$ cat src/rtl/rvx_pkg.sv
package rvx_pkg;

  localparam logic [6:0] OpLui    = 7'h37;
  localparam logic [6:0] OpAuipc  = 7'h17;
  localparam logic [6:0] OpJal    = 7'h6f;
  localparam logic [6:0] OpJalr   = 7'h67;
  localparam logic [6:0] OpBranch = 7'h63;
  localparam logic [6:0] OpLoad   = 7'h03;
  localparam logic [6:0] OpStore  = 7'h23;
  localparam logic [6:0] OpImm    = 7'h13;
  localparam logic [6:0] OpReg    = 7'h33;
  localparam logic [6:0] OpSystem = 7'h73;
  localparam logic [6:0] OpFence  = 7'h0f;

  localparam logic [6:0]  F7Base   = 7'h00;
  localparam logic [6:0]  F7Alt    = 7'h20;
  localparam logic [6:0]  F7Mul    = 7'h01;
  localparam logic [31:0] EcallWord = 32'h0000_0073;

  localparam logic [2:0] F3Mul    = 3'd0;
  localparam logic [2:0] F3Mulh   = 3'd1;
  localparam logic [2:0] F3Mulhsu = 3'd2;
  localparam logic [2:0] F3Mulhu  = 3'd3;
  localparam logic [2:0] F3Div    = 3'd4;
  localparam logic [2:0] F3Divu   = 3'd5;
  localparam logic [2:0] F3Rem    = 3'd6;
  localparam logic [2:0] F3Remu   = 3'd7;

  localparam int unsigned XLen = 32;
  localparam int unsigned DivSteps = 32;

  typedef enum logic [2:0] {
    VAL_NONE, VAL_IMMU, VAL_AUIPC, VAL_LINK, VAL_ALU, VAL_MUL, VAL_DIV
  } val_e;

  typedef struct packed {
    logic [31:0] instruction;
    logic [31:0] pc;
    logic signed [31:0] rs1_value;
    logic signed [31:0] rs2_value;
  } in_t;

  typedef struct packed {
    logic [4:0]  rd_index;
    logic        rd_write;
    logic signed [31:0] rd_value;
    logic [31:0] mem_address;
    logic        mem_read;
    logic        mem_write;
    logic [1:0]  mem_size;
    logic        load_unsigned;
    logic signed [31:0] store_data;
    logic [31:0] next_pc;
    logic        ecall;
    logic        illegal;
  } out_t;

  typedef struct packed {
    val_e        kind;
    logic [4:0]  rd;
    logic [2:0]  f3;
    logic        alt;
    logic        use_imm;
    logic        is_br;
    logic        is_jal;
    logic        is_jalr;
    logic        wr;
    logic        rdm;
    logic        wrm;
    logic        lu;
    logic        ec;
    logic        bad;
    logic [1:0]  size;
    logic [31:0] imm;
    logic [31:0] pc;
    logic [31:0] a;
    logic [31:0] b;
  } dec_t;

  typedef struct packed {
    logic        en;
    logic        want_rem;
    logic        neg_res;
    logic        ovr;
    logic [31:0] ovr_val;
  } divctl_t;

  typedef struct packed {
    out_t        res;
    divctl_t     dctl;
    logic [31:0] rem;
    logic [31:0] dq;
    logic [31:0] dv;
  } pipe_t;

endpackage

$ cat src/rtl/rvx_exec.sv
module rvx_exec (
  input  logic           clk_i,
  input  logic           rst_ni,
  input  logic           valid_i,
  input  rvx_pkg::dec_t  data_i,
  output logic           ready_o,
  output logic           valid_o,
  output rvx_pkg::pipe_t data_o,
  input  logic           ready_i
);

  logic           v_q;
  rvx_pkg::pipe_t p_q, p_d;
  logic [31:0]    a, b, opb, alu, mval, sum_ai, pc4;
  logic [4:0]     sh;
  logic           eq, lts, ltu, taken, a_sgn, b_sgn, a_neg, b_neg, dsig;
  logic signed [32:0] ma, mb;
  logic signed [65:0] prod;
  logic [31:0]    ua, ub, val;

  assign a   = data_i.a;
  assign b   = data_i.b;
  assign opb = data_i.use_imm ? data_i.imm : b;
  assign sh  = opb[4:0];
  assign eq  = (a == b);
  assign lts = $signed(a) < $signed(opb);
  assign ltu = a < opb;
  assign sum_ai = a + data_i.imm;
  assign pc4 = data_i.pc + 32'd4;

  always_comb begin
    case (data_i.f3)
      3'd0: alu = data_i.alt ? a - opb : a + opb;
      3'd1: alu = a << sh;
      3'd2: alu = {31'b0, lts};
      3'd3: alu = {31'b0, ltu};
      3'd4: alu = a ^ opb;
      3'd5: alu = data_i.alt ? 32'($signed(a) >>> sh) : a >> sh;
      3'd6: alu = a | opb;
      default: alu = a & opb;
    endcase
  end

  // High products need a 33-bit signed operand so unsigned values keep their magnitude.
  assign a_sgn = (data_i.f3 == rvx_pkg::F3Mulh) || (data_i.f3 == rvx_pkg::F3Mulhsu);
  assign b_sgn = (data_i.f3 == rvx_pkg::F3Mulh);
  assign ma    = $signed({a_sgn & a[31], a});
  assign mb    = $signed({b_sgn & b[31], b});
  assign prod  = ma * mb;
  assign mval  = (data_i.f3 == rvx_pkg::F3Mul) ? prod[31:0] : prod[63:32];

  always_comb begin
    case (data_i.f3)
      3'd0: taken = eq;
      3'd1: taken = !eq;
      3'd4: taken = $signed(a) < $signed(b);
      3'd5: taken = !($signed(a) < $signed(b));
      3'd6: taken = a < b;
      3'd7: taken = !(a < b);
      default: taken = 1'b0;
    endcase
  end

  always_comb begin
    case (data_i.kind)
      rvx_pkg::VAL_IMMU:  val = data_i.imm;
      rvx_pkg::VAL_AUIPC: val = data_i.pc + data_i.imm;
      rvx_pkg::VAL_LINK:  val = pc4;
      rvx_pkg::VAL_ALU:   val = alu;
      rvx_pkg::VAL_MUL:   val = mval;
      default:            val = 32'd0;
    endcase
  end

  assign dsig  = !data_i.f3[0];
  assign a_neg = dsig && a[31];
  assign b_neg = dsig && b[31];
  assign ua    = a_neg ? -a : a;
  assign ub    = b_neg ? -b : b;

  always_comb begin
    p_d = '0;
    p_d.res.rd_index = data_i.rd;
    p_d.res.rd_write = data_i.wr && (data_i.rd != 5'd0);
    p_d.res.rd_value = (data_i.wr && !data_i.rdm && data_i.rd != 5'd0) ? val : 32'd0;
    p_d.res.mem_address = (data_i.rdm || data_i.wrm) ? sum_ai : 32'd0;
    p_d.res.mem_read = data_i.rdm;
    p_d.res.mem_write = data_i.wrm;
    p_d.res.mem_size = data_i.size;
    p_d.res.load_unsigned = data_i.lu;
    p_d.res.store_data = data_i.wrm ? b : 32'd0;
    if (data_i.is_jal || (data_i.is_br && taken)) p_d.res.next_pc = data_i.pc + data_i.imm;
    else if (data_i.is_jalr) p_d.res.next_pc = {sum_ai[31:1], 1'b0};
    else p_d.res.next_pc = pc4;
    p_d.res.ecall = data_i.ec;
    p_d.res.illegal = data_i.bad;
    p_d.dctl.en = (data_i.kind == rvx_pkg::VAL_DIV) && p_d.res.rd_write;
    p_d.dctl.want_rem = data_i.f3[1];
    p_d.dctl.neg_res = data_i.f3[1] ? a_neg : (a_neg ^ b_neg);
    p_d.dctl.ovr = (b == 32'd0);
    p_d.dctl.ovr_val = data_i.f3[1] ? a : 32'hFFFF_FFFF;
    p_d.rem = 32'd0;
    p_d.dq  = ua;
    p_d.dv  = ub;
  end

  assign ready_o = !v_q || ready_i;
  assign valid_o = v_q;
  assign data_o  = p_q;

  always_ff @(posedge clk_i or negedge rst_ni) begin
    if (!rst_ni) begin
      v_q <= 1'b0;
    end else if (ready_o) begin
      v_q <= valid_i;
    end
  end

  always_ff @(posedge clk_i) begin
    if (ready_o && valid_i) begin
      p_q <= p_d;
    end
  end

endmodule

$ cat config.mk
export PLATFORM = sky130hd
export DESIGN_NAME = rvx_exec
export DESIGN_NICKNAME = d
export VERILOG_FILES = /design/src/rtl/rvx_pkg.sv /design/src/rtl/rvx_exec.sv
export SDC_FILE = /design/constraint.sdc
export NUM_CORES = 2
export LEC_CHECK = 0
export BUFFER_PORTS_ARGS = -buffer_cell sky130_fd_sc_hd__buf_2
export CORE_UTILIZATION = 40
export DETAILED_ROUTE_END_ITERATION = 8
export PLACE_DENSITY = 0.67
export SETUP_SLACK_MARGIN = 0.05
export SLEW_MARGIN = 0
export SYNTH_ARGS = -nofsm -noshare
export SYNTH_HDL_FRONTEND = slang
export SYNTH_SLANG_ARGS = --single-unit
$ cat constraint.sdc
create_clock -name clk_i -period 17.85 [get_ports clk_i]
set_clock_uncertainty 0.15 [all_clocks]
set_input_delay 0 -clock clk_i [delete_from_list [all_inputs] [get_ports clk_i]]
set_output_delay 0 -clock clk_i [all_outputs]
set_load 0.02 [all_outputs]
==> results.cfg <==
[setup_path]
slowest_stage = fa_1
crit_buf_inv = 9
reg2reg_from = valid_o
crit_path_start = data_i[141]
cp_common_cell = fa_1
required_ns = 18.20
r2r-end = data_o[183]
r2r_slack_ns = 14.34
cp_max_fo = 22
arrival_ns = 10.87
critical_path.startpoint_type = primary input
critPathTopFamily = adder cells
reg2regPathDepth = 4
cp-end-kind = register
criticalPathCategory = primary input to register
cpPeakStageDelay_ns = 0.78

[timing]
hold_viol = 0
clock.fmax_ghz = 0.0951
tightest_slew_ns = 1.38
finalSetupViolCount = 0
fin_crit_sh_pct = 58.9
setup_tns_ns = 0
slew_viol_final = 0
post-route-min-period_ns = 10.52
rsz0062_at_grt = false
relSlewSlack_pct = 6.95

[finish]
drive_above_1_share_pct = 9.32
multi_input_area_um2 = 48500
fin_nets = 9349
fill_cells = 15200
postLayoutCellArea_um2 = 69200
syn_to_final_growth_pct = 10.6
register_area_um2 = 7260

[min_path]
hold_path_end = data_o[139]
holdPathStages = 5
worstHoldStart = data_i[136]
hp-class = primary input to register

[place]
dpl.hpwl_um = 217000
place_congestion = 1.04
io_buffers = 398
post_dp_cell_area_um2 = 66700

[status]
status = finished clean

[yosys]
synth_seq_area_share_pct = 11.6
syn_area_per_cell_um2 = 8.62
synth_ff_type = edfxtp_1
yosys_warnings = 0
synthArstFlopShare_pct = 0.413
ys_ff_latch = 242
yosysTopAreaCellShare_pct = 36.1
syn-instance-count = 7257
synth_edf_count = 241
synth_area_leaders = fa_1 36%, edfxtp_1 12%, ha_1 9.3%, inv_1 8.0%, nand2_1 6.5%
yosys.area.top_type = fa_1
syn_area_um2 = 62600
yosysUniqueCellTypes = 108

[global_routing]
gr-usage-all-layers_pct = 35.1
grt_max_degree = 73
antenna_found_initial = 24
grt_pass1_vias = 57200
grt_overflow = 0
grt_pass1_wl_um = 400000

[clock_tree]
cts.sinks = 242
clk_pin_slew_ns = 0.07
cts_buffers = 31
insertion_delay_ns = 0.62
cts_tree = built
cts_setup_buffers = 0
h-tree-depth = 1
ctsRootBufferMaster = clkbuf_16
clockBufferDepth = 3

[detailed_routing]
drt_iter0_markers = 6117
ant_nets = 0
wl_per_cell_um = 28.8
drc_errors = 0
routed_wl_um = 279000
drt-pass1-iter-count = 6
vias_per_cell = 5.79
vias = 56100

[floorplanning]
num_rows = 144
start_util_pct = 40.5
ios = 431
core_um2 = 155000
die_h_um = 397
die_x_um = 397
dieArea_um2 = 158000

[flow_run]
max-cap-violations = 0
==> layout make-up <==
type / count / share of cell area, %
Tap cell: 2044 / 3.70
Sequential cell: 242 / 10.5
Clock buffer: 34 / 1.14
Inverter: 1354 / 7.35
Timing Repair Buffer: 715 / 6.83
Antenna cell: 14 / 0.0506
Multi-Input combinational cell: 5253 / 70.1
Clock inverter: 24 / 0.304
==> worst min-delay path: stages <==
cell and delay [ns]:
buf_2 0.10, buf_4 0.29, nand2_1 0.13, o211ai_1 0.08, o21ai_0 0.08
==> metrics by stage <==
stage,hold slack [ns],cells,util (%),worst slack (ns)
3_3_place_gp,-0.370,9468,43.2,7.56
2_1_floorplan,-0.446,7288,-,8.62
3_5_place_dp,-0.373,9468,43.2,7.32
4_1_cts,0.0000689,9666,44.7,7.44
5_1_grt,0.0431,9669,44.7,6.78
6_report,0.0355,9680,44.8,7.33
==> logic make-up (layout without fill, tap and decap cells) <==
logic type	Yosys count	after routing	synth area share [%]
compound gates	1133	1133	11.8
xor+xnor	265	265	3.71
fa+ha+maj	1596	1596	45.5
buf+inv	1793	2127	11.1
flops	242	242	11.6
mux	145	145	2.40
other cells	1	46	0.00599
simple gates	2082	2082	13.9
==> cells in the final DEF (no fill, tap or decap), types with 69 or more instances in the layout <==
cell type	netlist	final
mux2i_1	121	119
a21oi_1	325	325
o21ai_0	234	234
fa_1	1129	1129
xor2_1	69	69
inv_1	1334	1329
o211ai_1	73	73
nand2_1	1083	1083
ha_1	467	467
buf_2	19	398
xnor2_1	196	196
buf_4	38	177
nor2_1	623	620
edfxtp_1	241	241
dlygate4sd3_1	0	140
a21o_1	75	75
==> synth_stat cells, drive strengths merged (12+ instances only) <==
library cell,count
nand2b,43
a221oi,17
a2111oi,18
clkinv,16
a22oi,14
mux2i,123
mux2,22
xor2,69
nor2b,30
buf,162
nand4,30
nand2,1083
nor3,60
o21ai,250
a311oi,12
and3,24
a211oi,42
o21bai,29
inv,1338
nor2,624
a31oi,57
o221ai,15
fa,1129
clkbuf,276
xnor2,196
o31ai,23
a21oi,328
a21o,75
edfxtp,241
o21a,62
ha,467
and2,49
o211ai,73
o22ai,17
nand3,65
nor4,25
==> state kept, by name, summed over array words and instances, names as in the netlist <==
signal	count
data_o	241
valid_o	1
==> worst max-delay path by stage <==
stage	endpoint	slack (ns)	cells after the start
5_1_grt	data_o[263]	6.78	32
6_report	data_o[263]	7.33	32
2_1_floorplan	data_o[263]	8.62	32
3_3_place_gp	data_o[263]	7.56	32
4_1_cts	data_o[263]	7.44	32
3_5_place_dp	data_o[263]	7.32	31
==> routing by layer <==
layer | share of wire, % | up-vias | global-route usage [%]
met5 | 0.027 | - | 0
met4 | 7.4 | 12 | 21.3
met3 | 12 | 766 | 9.50
met2 | 43 | 3701 | 53.3
met1 | 38 | 28100 | 44.5
li1 | - | 23500 | -
==> what timing repair did <==
action,4_1_cts,5_1_grt
setup endpoints to repair,0,0
hold buffers,140,0
resized for setup,0,0
endpoints found under the hold margin,145,0
Power is not shown: default switching activity piles up to over one toggle a cycle in this logic, so the estimate is an artifact.
