**config.mk**
```make
export PLATFORM = sky130hd
export DESIGN_NAME = rvx_div_stage
export DESIGN_NICKNAME = d
export VERILOG_FILES = /design/src/rtl/rvx_pkg.sv /design/src/rtl/rvx_div_stage.sv
export SDC_FILE = /design/constraint.sdc
export NUM_CORES = 1
export LEC_CHECK = 0
export BUFFER_PORTS_ARGS = -buffer_cell sky130_fd_sc_hd__buf_4
export CAP_MARGIN = 20
export CORE_AREA = 4 4 210 212
export DETAILED_ROUTE_END_ITERATION = 12
export DIE_AREA = 0 0 214 216
export PLACE_DENSITY = 0.47
export REMOVE_ABC_BUFFERS = 1
export SYNTH_ARGS = -nofsm -noshare
export SYNTH_HDL_FRONTEND = slang
export SYNTH_SLANG_ARGS = --single-unit
export TNS_END_PERCENT = 50
```
**constraint.sdc**
```tcl
create_clock -name clk_i -period 13.2 [get_ports clk_i]
set_input_delay 3.96 -clock clk_i [delete_from_list [all_inputs] [get_ports clk_i]]
set_output_delay 3.96 -clock clk_i [all_outputs]
set_load 0.1 [all_outputs]
```
**src/rtl/rvx_pkg.sv**
```systemverilog
package rvx_pkg;

  localparam logic [6:0] OpLui    = 7'h37;
  localparam logic [6:0] OpAuipc  = 7'h17;
  localparam logic [6:0] OpJal    = 7'h6f;
  localparam logic [6:0] OpJalr   = 7'h67;
  localparam logic [6:0] OpBranch = 7'h63;
  localparam logic [6:0] OpLoad   = 7'h03;
  localparam logic [6:0] OpStore  = 7'h23;
  localparam logic [6:0] OpImm    = 7'h13;
  localparam logic [6:0] OpReg    = 7'h33;
  localparam logic [6:0] OpSystem = 7'h73;
  localparam logic [6:0] OpFence  = 7'h0f;

  localparam logic [6:0]  F7Base   = 7'h00;
  localparam logic [6:0]  F7Alt    = 7'h20;
  localparam logic [6:0]  F7Mul    = 7'h01;
  localparam logic [31:0] EcallWord = 32'h0000_0073;

  localparam logic [2:0] F3Mul    = 3'd0;
  localparam logic [2:0] F3Mulh   = 3'd1;
  localparam logic [2:0] F3Mulhsu = 3'd2;
  localparam logic [2:0] F3Mulhu  = 3'd3;
  localparam logic [2:0] F3Div    = 3'd4;
  localparam logic [2:0] F3Divu   = 3'd5;
  localparam logic [2:0] F3Rem    = 3'd6;
  localparam logic [2:0] F3Remu   = 3'd7;

  localparam int unsigned XLen = 32;
  localparam int unsigned DivSteps = 32;

  typedef enum logic [2:0] {
    VAL_NONE, VAL_IMMU, VAL_AUIPC, VAL_LINK, VAL_ALU, VAL_MUL, VAL_DIV
  } val_e;

  typedef struct packed {
    logic [31:0] instruction;
    logic [31:0] pc;
    logic signed [31:0] rs1_value;
    logic signed [31:0] rs2_value;
  } in_t;

  typedef struct packed {
    logic [4:0]  rd_index;
    logic        rd_write;
    logic signed [31:0] rd_value;
    logic [31:0] mem_address;
    logic        mem_read;
    logic        mem_write;
    logic [1:0]  mem_size;
    logic        load_unsigned;
    logic signed [31:0] store_data;
    logic [31:0] next_pc;
    logic        ecall;
    logic        illegal;
  } out_t;

  typedef struct packed {
    val_e        kind;
    logic [4:0]  rd;
    logic [2:0]  f3;
    logic        alt;
    logic        use_imm;
    logic        is_br;
    logic        is_jal;
    logic        is_jalr;
    logic        wr;
    logic        rdm;
    logic        wrm;
    logic        lu;
    logic        ec;
    logic        bad;
    logic [1:0]  size;
    logic [31:0] imm;
    logic [31:0] pc;
    logic [31:0] a;
    logic [31:0] b;
  } dec_t;

  typedef struct packed {
    logic        en;
    logic        want_rem;
    logic        neg_res;
    logic        ovr;
    logic [31:0] ovr_val;
  } divctl_t;

  typedef struct packed {
    out_t        res;
    divctl_t     dctl;
    logic [31:0] rem;
    logic [31:0] dq;
    logic [31:0] dv;
  } pipe_t;

endpackage

```
**src/rtl/rvx_div_stage.sv**
```systemverilog
module rvx_div_stage (
  input  logic           clk_i,
  input  logic           rst_ni,
  input  logic           valid_i,
  input  rvx_pkg::pipe_t data_i,
  output logic           ready_o,
  output logic           valid_o,
  output rvx_pkg::pipe_t data_o,
  input  logic           ready_i
);

  logic           v_q;
  rvx_pkg::pipe_t p_q, p_d;
  logic [32:0]    t, diff;

  // One restoring step: shift in the next dividend bit, subtract if it fits.
  assign t    = {data_i.rem, data_i.dq[31]};
  assign diff = t - {1'b0, data_i.dv};

  always_comb begin
    p_d = data_i;
    if (!diff[32]) begin
      p_d.rem = diff[31:0];
    end else begin
      p_d.rem = t[31:0];
    end
    p_d.dq = {data_i.dq[30:0], !diff[32]};
  end

  assign ready_o = !v_q || ready_i;
  assign valid_o = v_q;
  assign data_o  = p_q;

  always_ff @(posedge clk_i or negedge rst_ni) begin
    if (!rst_ni) begin
      v_q <= 1'b0;
    end else if (ready_o) begin
      v_q <= valid_i;
    end
  end

  always_ff @(posedge clk_i) begin
    if (ready_o && valid_i) begin
      p_q <= p_d;
    end
  end

endmodule

```
==> results.py, run 1 <==
metrics = {
    "synthesis": {
        "synthCells": 637,
        "ys.flop_type": "edfxtp_1",
        "async_flop_share": 0.00365,
        "synth_edf_count": 273,
        "ys_warn_count": 0,
        "syn_area_mm2": 0.0107,
        "synth.avg_cell_area_um2": 16.8,
        "ys_ff_latch": 274,
        "yosysSeqAreaShare": 0.769,
        "synth_cell_type_count": 50,
    },
    "place": {
        "portBuffers": 551,
        "placed_cells": 1714,
        "gp_congestion": 0.866,
        "dpl.hpwl_um": 33600,
    },
    "clocking": {
        "clk_latency_ns": 0.53,
        "numCtsBuffers": 34,
        "cts_sinks": 274,
        "cts_root_buf": "clkbuf_16",
        "cts_htree_levels": 2,
        "cts_tree": "done",
        "cts_setup_buffers": 0,
        "cts.repair.resized": 0,
        "cts_hold_buf": 0,
        "cts_max_path_buffers": 3,
        "clk_pin_slew_worst_paths_ns": 0.05,
    },
    "sta": {
        "clock_skew_ns": 0.0135,
        "slew_headroom": 0.330,
        "tightest_slew_ns": 1.00,
        "rsz0062_at_grt": "no",
        "setup_viol": 0,
        "max_freq_ghz": 0.118,
        "setup-tns-final_ns": 0,
        "maxSlewViolCount": 0,
        "period_minus_slack_ns": 8.44,
        "finalHoldViolCount": 0,
        "finalCritPeriodShare": 0.639,
    },
    "pwr": {
        "p_total_mw": 2.62,
        "leakage_nw": 7.02,
        "powerDensity_mw_per_mm2": 159,
        "ir_drop_mv": 0.0823,
    },
    "finish": {
        "final_common_cell": "buf_4",
        "syn2layout_area_growth_pct": 54.3,
        "final_cell_mix": "buf_4, edfxtp_1, nand2_1, inv_1, clkbuf_16",
        "fin_cells": 1774,
        "drive_gt1_frac": 0.505,
        "fillers": 4054,
        "fin_nets": 1521,
    },
    "floorplanning": {
        "fp.dieH_um": 216,
        "dieArea_mm2": 0.0462,
        "core_mm2": 0.0419,
        "num_rows": 75,
        "fp.dieW_um": 214,
        "io_pins": 552,
        "initial_core_util": 0.255,
    },
    "setup_path": {
        "cp.required_ns": 9.24,
        "worstSetupPathType": "primary input to output port",
        "crit_path_max_fanout": 3,
        "reg2regPathDepth": 3,
        "worstPathArrival_ns": 4.48,
        "endpoint_kind": "output port",
        "worstSetupStartpointType": "primary input",
    },
    "detailed_routing": {
        "first_iter_violations": 520,
        "final_antenna_net_count": 0,
        "vias": 7794,
        "totalWireLength_um": 42200,
        "dr.pass1.iters": 5,
        "drt-wirelength-per-cell_um": 23.8,
        "drc_errors": 0,
        "vias_per_cell": 4.39,
    },
    "global_routing": {
        "track_usage": 0.174,
        "grt_overflow": 0,
        "grt_pass1_vias": 7778,
        "grt_pass1_wl_um": 58400,
        "antenna_found_initial": 11,
        "grt_max_degree": 173,
    },
    "min_path": {
        "hp-class": "flop to flop",
        "hold_depth": 2,
    },
    "outcome": {
        "outcome": "finished, final reports clean",
    },
    "job": {
        "drv_cap": 0,
    },
}
-- final cells by class --
type / count / area, um2 / area share
flip-flops and latches: 274 / 8220 / 0.498
repair buffers: 553 / 4160 / 0.252
multi-input cells: 306 / 2240 / 0.136
clock buffers: 45 / 923 / 0.0560
well taps: 539 / 674 / 0.0409
inverters: 42 / 158 / 0.00955
clock inverters: 13 / 118 / 0.00713
diodes: 2 / 5.00 / 0.000303
-- worst max-delay path: stages --
cell and delay (ns):
buf_4 0.11, nand2b_1 0.16, buf_4 0.25
-- cells in the mapped netlist (all sizes together), types with 4 or more instances --
library cell  count  area share
nor2             16      0.0056
nand4             7      0.0041
mux2             18       0.025
o21ai            24       0.011
a21oi            36       0.018
xor2             10      0.0082
ha               32       0.037
o31ai             5      0.0035
o21a              6      0.0042
inv              42       0.015
nand2            44       0.015
nor3              4      0.0019
and2              4      0.0023
edfxtp          273        0.77
and3              6      0.0035
clkbuf           11      0.0039
a211oi            4      0.0028
xnor2            14       0.011
nand2b            7      0.0041
buf               4      0.0036
o21bai            5      0.0035
nand3            11      0.0051
nor2b             5      0.0029
o211ai            9      0.0076
a21o             15       0.011
-- metal layers --
layer	vias up	GRT usage	wire length, um
met2	326	0.318	22400
met1	3791	0.183	15000
met4	18	0.0506	988
met3	66	0.0733	3790
met5	-	0	99
li1	3593	-	-
-- power by group --
| part | leakage (nW) | internal, mW | switching [mW] |
|---|---|---|---|
| Combinational | 3.91 | 0.176 | 0.519 |
| Clock | 0.502 | 0.514 | 0.368 |
| Sequential | 2.61 | 1.03 | 0.0144 |
-- logic make-up (layout without fill, tap and decap cells) --
family                   Yosys count  in the layout  share of synthesized area
flip-flops                       274            274                      0.769
AO/OA/AOI/OAI                    120            120                     0.0745
AND/OR/NAND/NOR                  111            111                     0.0502
buffers and inverters             57            653                     0.0222
adder cells (fa/ha/maj)           33             33                     0.0393
XOR/XNOR                          24             24                     0.0197
multiplexers                      18             18                     0.0253
other                              0              2                          0
-- worst paths after layout --
check	startpoint	to	slack, ns
max reg2reg	valid_o	data_o[97]	10.64
min reg2reg	valid_o	valid_o	0.70
max	ready_i	ready_o	4.76
min	valid_o	valid_o	0.70
max in group asynchronous	rst_ni	valid_o	9.92
min in group asynchronous	rst_ni	valid_o	3.20
-- flip-flops by register name, indices dropped and copies added, names as in the netlist --
name     flops
valid_o      1
data_o     273
-- per-stage QoR --
step	util	hold WS [ns]	setup WS, ns	instance area (um2)
6_report	0.393	0.695	4.76	16500
3_5_place_dp	0.368	0.650	4.77	15500
5_1_grt	0.393	0.700	4.74	16500
3_3_place_gp	0.368	0.665	4.77	15500
2_1_floorplan	-	1.78	1.48	10600
4_1_cts	0.393	0.667	4.76	16500
No activity file was read; power rests on OpenSTA's default activity.
==> run 2, diff against run 1 <==
- CORE_AREA: 4 4 210 212 -> 4 4 213 215
- DIE_AREA: 0 0 214 216 -> 0 0 217 219
- PLACE_DENSITY: 0.47 -> 0.46
- clock period: 13.2 -> 8.6 ns (I/O delays scaled with it)
==> run 2 against run 1 <==
Clock-buffer cell count shrank 1. Routed wire length grew 0.16%. Clock skew fell by 0.0037 ns. Die area rose by 2.8%. Cell count is 3.2% higher. First-iteration DRC count fell by 1.9%. Via count shrank 1.7%. Critical endpoint unchanged. Largest power group unchanged.
==> results.py, run 2 (same netlist as run 1, synthesis figures left out) <==
metrics = {
    "outcome": {
        "outcome": "finished, final reports clean",
    },
    "detailed_routing": {
        "totalWireLength_um": 42300,
        "dr.pass1.iters": 4,
        "final_antenna_net_count": 0,
        "vias_per_cell": 4.19,
        "first_iter_violations": 510,
        "drc_errors": 0,
        "vias": 7665,
        "drt-wirelength-per-cell_um": 23.1,
    },
    "setup_path": {
        "endpoint_kind": "output port",
        "worstSetupPathType": "primary input to output port",
        "crit_slowest_cell": "buf_4",
        "worstPathArrival_ns": 3.09,
        "cp.required_ns": 6.02,
        "reg2reg_slack_ns": 6.12,
        "worstSetupStartpointType": "primary input",
        "reg2regPathDepth": 3,
        "slowest_delay_ns": 0.24,
        "path_cells": "buf_4 > nand2b_1 > buf_4",
        "crit_path_max_fanout": 3,
        "cpMostUsedCell": "buf_4",
    },
    "clocking": {
        "cts_sinks": 274,
        "clk_latency_ns": 0.53,
        "cts_tree": "done",
        "numCtsBuffers": 34,
        "clk_pin_slew_worst_paths_ns": 0.06,
        "cts_hold_buf": 0,
        "cts_htree_levels": 2,
        "cts_setup_buffers": 0,
        "cts_root_buf": "clkbuf_16",
        "cts.repair.resized": 0,
        "cts_max_path_buffers": 3,
    },
    "global_routing": {
        "antenna_found_initial": 8,
        "grt_pass1_wl_um": 56900,
        "track_usage": 0.166,
        "grt_pass1_vias": 7796,
        "grt_max_degree": 170,
        "grt_overflow": 0,
    },
    "finish": {
        "finalInstanceArea_mm2": 0.0166,
        "drive_gt1_frac": 0.505,
        "fin_nets": 1522,
        "postLayoutCoreUtil": 0.380,
        "syn2layout_area_growth_pct": 55.4,
        "fillers": 4310,
        "largest_register_ffs": 273,
        "final_cell_mix": "buf_4, edfxtp_1, nand2_1, inv_1, clkbuf_16",
        "final_common_cell": "buf_4",
    },
    "place": {
        "place_worst_setup_slack_ns": 2.84,
        "portBuffers": 551,
        "dpl.hpwl_um": 33500,
        "postPlaceCellArea_mm2": 0.0155,
        "gp_congestion": 0.823,
    },
    "floorplanning": {
        "io_pins": 552,
        "fp.dieH_um": 219,
        "num_rows": 77,
        "initial_core_util": 0.245,
        "fp.dieW_um": 217,
        "dieArea_mm2": 0.0475,
        "core_mm2": 0.0437,
    },
    "job": {
        "drv_cap": 0,
    },
    "sta": {
        "setup-tns-final_ns": 0,
        "clock_skew_ns": 0.00982,
        "finalHoldViolCount": 0,
        "setup_viol": 0,
        "slew_headroom": 0.334,
        "setup_ws_ns": 2.93,
        "period_minus_slack_ns": 5.67,
        "finalCritPeriodShare": 0.660,
        "hold_ws_ns": 0.570,
        "tightest_slew_ns": 0.999,
        "rsz0062_at_grt": "no",
        "maxSlewViolCount": 0,
        "max_freq_ghz": 0.176,
    },
    "min_path": {
        "hold_depth": 2,
        "hp-class": "flop to flop",
    },
    "pwr": {
        "ir_drop_mv": 0.142,
        "powerDensity_mw_per_mm2": 246,
        "leakage_nw": 7.05,
    },
}
==> run 2: cell types whose count changed in the layout (fill, tap and decap cells not counted) <==
cell / delta
buf_4: +1
bufinv_16: +2
clkbuf_8: -1
clkinv_1: +2
clkinv_4: -1
clkinv_8: -2
inv_16: +1
inv_6: +1
==> run 2: power breakdown <==
group	switching, mW	leakage [nW]	internal, mW
logic	0.800	3.92	0.271
clock network	0.571	0.522	0.842
registers	0.0226	2.61	1.58
==> run 2: area by class of cell <==
class	instances	area, um2	share of cell area
flip-flops and latches	274	8220	0.495
well taps	592	741	0.0446
repair buffers	554	4170	0.251
diodes	2	5.00	0.000301
multi-input cells	306	2240	0.135
clock inverters	16	173	0.0104
clock buffers	44	910	0.0547
inverters	42	158	0.00949
==> run 2: final timing paths <==
| check | from | end |
|---|---|---|
| worst max-delay path | ready_i | ready_o |
| worst min-delay path | valid_o | valid_o |
| worst max register to register | valid_o | data_o[117] |
| worst min register to register | valid_o | valid_o |
| max in group asynchronous | rst_ni | valid_o |
| min in group asynchronous | rst_ni | valid_o |
==> run 2: per-stage QoR <==
stage,std cells,power [mW]
2_1_floorplan,622,2.41
3_3_place_gp,1768,2.70
3_5_place_dp,1768,2.71
4_1_cts,1828,4.16
5_1_grt,1828,4.26
6_report,1830,4.08
==> run 2: critical path, delay by kind of cell <==
| family | cells | cell delay, ns |
|---|---|---|
| buffers and inverters | 2 | 0.34 |
| AND/OR/NAND/NOR | 1 | 0.16 |
==> run 2: metal layers <==
| layer | global-route usage | wire length (um) |
|---|---|---|
| met5 | 0 | 57 |
| met4 | 0.0384 | 757 |
| met3 | 0.0768 | 4100 |
| met2 | 0.302 | 22200 |
| met1 | 0.176 | 15200 |
==> run 3, diff against run 2 <==
- clock period: 8.6 -> 5.49 ns (I/O delays scaled with it)
==> run 3 against run 2 <==
Cell count is 0.55% higher. Register-to-register slack worse by 2.7 ns. Power is 63% higher. Combinational power is 58% higher. Sequential share of layout area is 0.73 points lower. Worst setup slack worse by 1.7 ns. Clock skew is 0.0027 ns higher. Global-route usage hardly changed. Die area stayed put. First-iteration DRC count is 17% lower. Via count is 1.7% higher. Clock power is 76% higher.
==> results.py, run 3 (same netlist as run 1, synthesis figures left out) <==
metrics = {
    "clocking": {
        "cts.repair.resized": 0,
        "cts_root_buf": "clkbuf_16",
        "cts_hold_buf": 0,
        "cts_max_path_buffers": 3,
        "numCtsBuffers": 35,
        "clk_pin_slew_worst_paths_ns": 0.05,
        "cts_sinks": 274,
        "cts_htree_levels": 2,
        "cts_setup_buffers": 0,
        "cts_tree": "done",
        "clk_latency_ns": 0.52,
    },
    "place": {
        "dpl.hpwl_um": 34000,
        "portBuffers": 551,
        "place_worst_setup_slack_ns": 0.621,
        "gp_congestion": 0.828,
    },
    "detailed_routing": {
        "met1Wirelength_um": 15000,
        "wl_met3_um": 4130,
        "first_iter_violations": 425,
        "dr.pass1.iters": 4,
        "drt-wirelength-per-cell_um": 23.0,
        "highest_layer": "met5",
        "final_antenna_net_count": 0,
        "route.met2.wl_um": 22200,
        "vias": 7794,
        "totalWireLength_um": 42300,
        "vias_per_cell": 4.24,
        "drc_errors": 0,
    },
    "sta": {
        "finalHoldViolCount": 0,
        "setup_viol": 0,
        "tightest_slew_ns": 0.976,
        "hold_ws_ns": 0.556,
        "period_minus_slack_ns": 4.26,
        "rsz0062_at_grt": "no",
        "setup_ws_ns": 1.23,
        "maxSlewViolCount": 0,
        "max_freq_ghz": 0.235,
        "finalCritPeriodShare": 0.776,
        "clock_skew_ns": 0.0125,
        "slew_headroom": 0.349,
    },
    "floorplanning": {
        "initial_core_util": 0.245,
        "dieArea_mm2": 0.0475,
        "io_pins": 552,
        "core_mm2": 0.0437,
        "num_rows": 77,
        "fp.dieW_um": 217,
        "fp.dieH_um": 219,
    },
    "finish": {
        "syn2layout_area_growth_pct": 57.7,
        "largest_register_ffs": 273,
        "final_cell_mix": "buf_4, edfxtp_1, nand2_1, inv_1, clkbuf_16",
        "final_common_cell": "buf_4",
        "fin_nets": 1531,
        "drive_gt1_frac": 0.514,
    },
    "setup_path": {
        "worstPathArrival_ns": 4.52,
        "worstSetupPathType": "primary input to flop",
        "endpoint_kind": "flop",
        "crit_path_max_fanout": 20,
        "cp.required_ns": 5.75,
        "worstSetupStartpointType": "primary input",
    },
    "pwr": {
        "ir_drop_mv": 0.182,
        "leakage_nw": 7.18,
        "powerDensity_mw_per_mm2": 395,
    },
    "min_path": {
        "hp-class": "flop to flop",
    },
    "global_routing": {
        "antenna_found_initial": 13,
        "grt_overflow": 0,
        "grt_pass1_vias": 7693,
        "track_usage": 0.166,
        "grt_max_degree": 63,
        "grt_pass1_wl_um": 56900,
    },
    "job": {
        "drv_cap": 0,
    },
    "outcome": {
        "outcome": "finished, final reports clean",
    },
}
## run 3: layout make-up
cell class | instances | area, um2
multi-input combinational | 306 | 2240
tap | 592 | 741
timing repair buffer | 562 | 4270
clock buffer | 37 | 883
sequential | 274 | 8220
fill | 4306 | 26900
antenna | 3 | 7.51
clock inverter | 24 | 349
inverter | 42 | 158
## run 3: per-layer routing
layer,global-route usage,up-vias
met2,0.299,332
met5,0,-
li1,-,3614
met1,0.179,3770
met4,0.0399,18
met3,0.0757,60
## run 3: worst paths after layout
| kind | depth (start not counted) | slack [ns] | startpoint | endpoint |
|---|---|---|---|---|
| max | 11 | 1.23 | data_i[13] | data_o[84] |
| min | 2 | 0.56 | valid_o | valid_o |
| max reg2reg | 3 | 3.40 | valid_o | data_o[180] |
| min reg2reg | 2 | 0.56 | valid_o | valid_o |
| max in group asynchronous | 1 | 4.50 | rst_ni | valid_o |
| min in group asynchronous | 1 | 0.90 | rst_ni | valid_o |
## run 3: where the power goes
group	switching, mW	internal [mW]
logic	1.25	0.434
registers	0.0357	2.47
clock network	0.890	1.59
total	2.18	4.49
## run 3: stage by stage
step / TNS, ns / cell area (um2) / total power, mW / cells / utilization
after detailed placement: 0 / 15600 / 4.25 / 1776 / 0.357
final: 0 / 16900 / 6.67 / 1840 / 0.386
after global routing: 0 / 16900 / 6.94 / 1838 / 0.386
after CTS: 0 / 16900 / 6.79 / 1837 / 0.385
after global placement: 0 / 15600 / 4.24 / 1776 / 0.357
after floorplan: -1068.14 / 10600 / 3.78 / 622 / -
## run 3: worst max-delay path: stages
cell,delay (ns)
buf_4,0.08
inv_1,0.06
ha_1,0.39
a21oi_2,0.25
o211ai_1,0.14
a221o_1,0.33
a211o_1,0.30
o211ai_1,0.26
o211ai_4,0.12
inv_2,0.56
mux2_4,0.35
